==> config.mk <==
export PLATFORM = sky130hd
export DESIGN_NAME = rbes_isqrt
export DESIGN_NICKNAME = d
export VERILOG_FILES = /design/src/design/rbes_isqrt.sv
export SDC_FILE = /design/constraint.sdc
export NUM_CORES = 1
export LEC_CHECK = 0
export ABC_CLOCK_PERIOD_IN_PS = 3500
export BUFFER_PORTS_ARGS = -buffer_cell sky130_fd_sc_hd__buf_2
export CORE_MARGIN = 4
export CORE_UTILIZATION = 44
export CTS_CLUSTER_DIAMETER = 150
export CTS_CLUSTER_SIZE = 30
export DETAILED_ROUTE_END_ITERATION = 6
export PLACE_DENSITY_LB_ADDON = 0.15
export SLEW_MARGIN = 20
export SYNTH_ARGS = -nofsm -noshare
export SYNTH_HDL_FRONTEND = slang
export SYNTH_SLANG_ARGS = --single-unit
==> constraint.sdc <==
create_clock -name clk -period 3.5 [get_ports clk]
set_input_delay 0.7 -clock clk [delete_from_list [all_inputs] [get_ports clk]]
set_output_delay 0.7 -clock clk [all_outputs]
set_load 0.05 [all_outputs]
==> src/design/rbes_isqrt.sv <==
// Bit-pair restoring integer square root of a 66-bit value, one result bit per cycle.
module rbes_isqrt (
	input  logic        clk,
	input  logic        arst_n,
	input  logic        start,
	input  logic [65:0] radicand,
	output logic        done,
	output logic [32:0] root
);

	logic [65:0] rad_q;
	logic [34:0] rem_q;
	logic [32:0] root_q;
	logic [5:0]  cnt_q;
	logic        busy_q;
	logic [34:0] trial;
	logic [34:0] rem_sh;

	// one result bit per cycle: shift in two radicand bits, try subtract
	assign rem_sh = {rem_q[32:0], rad_q[65:64]};
	assign trial  = rem_sh - {root_q[32:0], 2'b01};

	always_ff @(posedge clk or negedge arst_n) begin
		if (!arst_n) begin
			busy_q <= 1'b0;
			done   <= 1'b0;
			cnt_q  <= '0;
			rem_q  <= '0;
			root_q <= '0;
			rad_q  <= '0;
		end else begin
			done <= 1'b0;
			if (start) begin
				busy_q <= 1'b1;
				cnt_q  <= 6'd33;
				rem_q  <= '0;
				root_q <= '0;
				rad_q  <= radicand;
			end else if (busy_q) begin
				rad_q <= {rad_q[63:0], 2'b00};
				if (!trial[34]) begin
					rem_q  <= trial;
					root_q <= {root_q[31:0], 1'b1};
				end else begin
					rem_q  <= rem_sh;
					root_q <= {root_q[31:0], 1'b0};
				end
				cnt_q <= cnt_q - 6'd1;
				if (cnt_q == 6'd1) begin
					busy_q <= 1'b0;
					done   <= 1'b1;
				end
			end
		end
	end

	assign root = root_q;

endmodule

After elaboration in Yosys (flattened, before gate mapping)
Cells that the tools add are included.

storage, ports and cells
  flip-flop bits (word level) = 140
  input port bits = 69
  output and inout bits = 34
  logic and storage cells = 26

operators by class
  add/sub/neg operators = 2
  equality and inequality tests = 1
  muxes and demuxes = 16
  reductions and logical operators = 1

operators by type and width
  cell                                               number
  2-to-1 mux 33 bit                                  5
  2-to-1 mux 66 bit                                  2
  subtractor 35 bit                                  1
  2-to-1 mux 6 bit                                   2
  2-to-1 mux 1 bit                                   7
  == test 6 x 1 -> 1 bit (second input constant)     1
  subtractor 6 x 1 -> 6 bit (second input constant)  1
  nonzero test 2 bit                                 1

Depth between registers and ports, before layout
  depth after elaboration = 4
  depth in mapped cells = 13

Worst setup path after synthesis
No wires, ideal clock.

  path kind = reg-to-reg
  start point = reg root_q[13], in the netlist root[13]
  end point = reg rem_q[1]
  library setup time = 0.094 ns
  arrival time = 3.315 ns
  slack = 0.091 ns
  cell stages (with the launch flop) = 12
  buffers on the path = 1
  path through = dfrtp_1 > inv_1 > ha_1 > clkbuf_2 > and3_4 > nand2_4 > or4_1 > o21ba_4 > o31a_4 > xnor2_4 > mux2_2 > a211oi_1

between the ends
  word-level cells in the longest chain between the ends = 4

RTL lines
  element                 line  text
  start, declared         13    logic [32:0] root_q;
  start signal, assigned  43    root_q <= {root_q[31:0], 1'b1};
  start signal, assigned  46    root_q <= {root_q[31:0], 1'b0};
  subtractor 35 bit       21    assign trial = rem_sh - {root_q[32:0], 2'b01};
  2-to-1 mux 33 bit       41    if (!trial[34]) begin
  2-to-1 mux 33 bit       39    end else if (busy_q) begin
  2-to-1 mux 33 bit       33    if (start) begin
  end signal, assigned    42    rem_q <= trial;
  end signal, assigned    45    rem_q <= rem_sh;
  end, declared           12    logic [34:0] rem_q;

Every way passes these cells. The select of a mux whose other input is x is not followed.
A chain may end at the register's enable or synchronous reset.

Final worst setup path
  start point = reg root_q[13], in the netlist root[13]
  end point = reg rem_q[6]

Same word-level chain as after synthesis.

==> results.cfg <==
[grt]
track_usage_pct = 17.36
grt_first_pass_wirelength_um = 30950
grt_max_degree = 83
grt-ovfl-total = 0
first_global_vias = 6350
antenna_found_initial = 2

[setup_path]
setup.worst_path.start_class = flip-flop
crit_path_end_kind = flip-flop
worst-setup-path-type = flip-flop to flip-flop
required_ns = 3.82
worstPathMaxFanout = 14
cp.arrival_ns = 3.48

[clocking]
path_clk_slew_ns = 0.06
htree_levels = 4
cts_hold_buffers = 0
cts_buffers = 17
cts_tree = done
cts_root_buf = clkbuf_16
cts.path.max_buffers = 2
cts.sinks = 140
worstSkewPairLatency_ns = 0.42

[sta]
post-route-period-util_pct = 90.24
max_freq_mhz = 316.6
finClkSkew_ns = 0.008278
finalHoldViolCount = 0
maxSlewHeadroom_pct = 46.87
tightest_slew_ns = 0.7970
tns_ns = 0
fin_crit_ns = 3.159
rsz0062_at_grt = no
setup_viol = 0
maxSlewViolCount = 0

[power]
internal_power_uw = 4937
vdd_drop_max_mv = 0.5086
p_leak_uw = 0.005188
power_switching_uw = 3116
seqPwrFrac_pct = 26.8
p_clk_share_pct = 22.6
pwr-share-comb_pct = 50.7
p_total_uw = 8052
power_density_nw_per_um2 = 832.7
swShare_pct = 38.69

[final_layout]
post-route-util_pct = 52.93
layout_commonest_cell = dfrtp_1
syn2layout_area_growth_pct = 16.37
layout_common_cells = dfrtp_1, mux2i_1, buf_2, nor2_1, nand2_1
diodes = 0
nNetsFinal = 1071
drive_gt1_share_pct = 17.45
final_area_um2 = 9671

[logic_synthesis]
netlist_instances = 879
synth_area_um2 = 8310
synthArstFlopShare_pct = 100.0
synth_warnings = 0
ys_ff_latch = 140
ys_types = 62
ys_seq_area_share_pct = 42.16
synthFlopType = dfrtp_1
synth_edf_count = 0
avgSynthCellArea_um2 = 9.454
synth_nets = 983

[route]
drtPass1Iterations = 5
postRouteWirelength_um = 18060
avgRoutedWirePerCell_um = 14.94
vias = 6361
drc = 0
final_antenna_net_count = 0
viasPerCell = 5.261
first_iter_violations = 354

[die]
die_w_um = 145.4
initial_core_util_pct = 45.49
dieArea_um2 = 21150
coreArea_um2 = 18270
die_y_um = 145.4
io_pins = 103
fp-row-count = 49

[status]
status = finished clean

[run]
maxCapViolations = 0

[placement]
dpl_cell_area_um2 = 9074
dp_hpwl_um = 12300
gp_congestion = 0.8612
port_buffers = 102

[worst_hold_path]
hold_path.class = input pin to asynchronous set/reset pin
through the flow:
stage                     cells  setup slack (ns)  hold slack [ns]
after floorplan             879           0.09119           0.4044
after global placement     1177            0.3787           0.5104
after detailed placement   1177            0.3114           0.5389
after CTS                  1209            0.2583           0.3597
after global routing       1209           0.06062           0.3836
final                      1209            0.3414           0.3258
Yosys cell counts (4+ instances only):
cell type	count	area share (%)
nor4_1	4	0.30
nor3_1	9	0.54
inv_1	50	2.3
a211oi_1	27	2.4
nand2_1	93	4.2
or3_1	4	0.30
xor2_1	9	0.95
clkbuf_1	35	1.6
a21oi_1	24	1.4
a311oi_2	5	0.90
dfrtp_1	140	42
xnor2_1	19	2.0
mux2i_1	124	15
nand4_1	6	0.45
nand3b_1	4	0.36
o21ai_1	4	0.24
nand2b_1	14	1.1
nor2_1	97	4.4
o21bai_1	4	0.36
buf_1	6	0.27
a21o_1	4	0.36
o21ai_0	81	4.9
ha_1	35	5.3
nand3_1	11	0.66
o211ai_1	4	0.36
timing repair:
| action | 4_1_cts | 5_1_grt |
|---|---|---|
| setup endpoints to repair | 0 | 1 |
| gates resized for setup | 0 | 1 |
| buffers inserted | 0 | 0 |
per-layer routing:
layer  global-route usage, %  up-vias  part of all wire [%]
li1                        -     3254                     -
met1                   23.70     2982                    49
met2                   27.76      108                    46
met3                   4.827       13                   4.4
met4                   3.751        4                  0.75
met5                       0        -                  0.12
power groups by stage:
stage | sequential (uW) | combinational (uW) | clock (uW)
after floorplan | 2130 | 3310 | 0
after global placement | 2180 | 4050 | 0
after detailed placement | 2180 | 4060 | 0
after CTS | 2160 | 4090 | 1870
after global routing | 2200 | 4540 | 1920
final | 2160 | 4080 | 1820
cells by family after synthesis:
logic type / Yosys count / share of synthesized area, %
AOI/OAI and AO/OA: 182 / 14.15
xor gates and xnor gates: 29 / 3.282
adders and majority gates: 35 / 5.269
buffers and inverters: 102 / 5.480
DFF: 140 / 42.16
muxes: 127 / 15.34
and+or+nand+nor: 264 / 14.32
final timing paths:
| kind | slack, ns | depth (start not counted) | to | start |
|---|---|---|---|---|
| min | 0.33 | 1 | root[15] | arst_n |
| min in group clk | 0.48 | 3 | rad_q[28] | radicand[28] |
| max | 0.34 | 13 | rem_q[6] | root[13] |
| min reg2reg | 0.55 | 2 | cnt_q[5] | cnt_q[5] |
| max reg2reg | 0.34 | 13 | rem_q[6] | root[13] |
| max in group asynchronous | 2.43 | 2 | root[29] | arst_n |
registers in the layout (all words and copies together) (netlist names):
signal and count:
busy_q 1, cnt_q 6, done 1, rad_q 66, rem_q 33, root 33
worst max-delay path: stages (launching register included):
cell       delay [ns]
dfrtp_1          0.38
inv_1            0.06
ha_1             0.30
buf_4            0.16
a211oi_1         0.23
o21bai_1         0.14
a2111oi_1        0.44
o21ai_0          0.14
o21ba_4          0.29
o31a_4           0.17
xnor2_4          0.15
buf_6            0.24
mux2i_1          0.10
a211oi_1         0.27
final cells by class:
class,instances,area [um2]
Clock buffer,20,466.7
Clock inverter,12,126.4
Fill cell,1738,8600
Inverter,50,187.7
Multi-Input combinational cell,637,4352
Sequential cell,140,3507
Tap cell,229,286.5
Timing Repair Buffer,121,744.5
(Power assumes the default switching activity.)
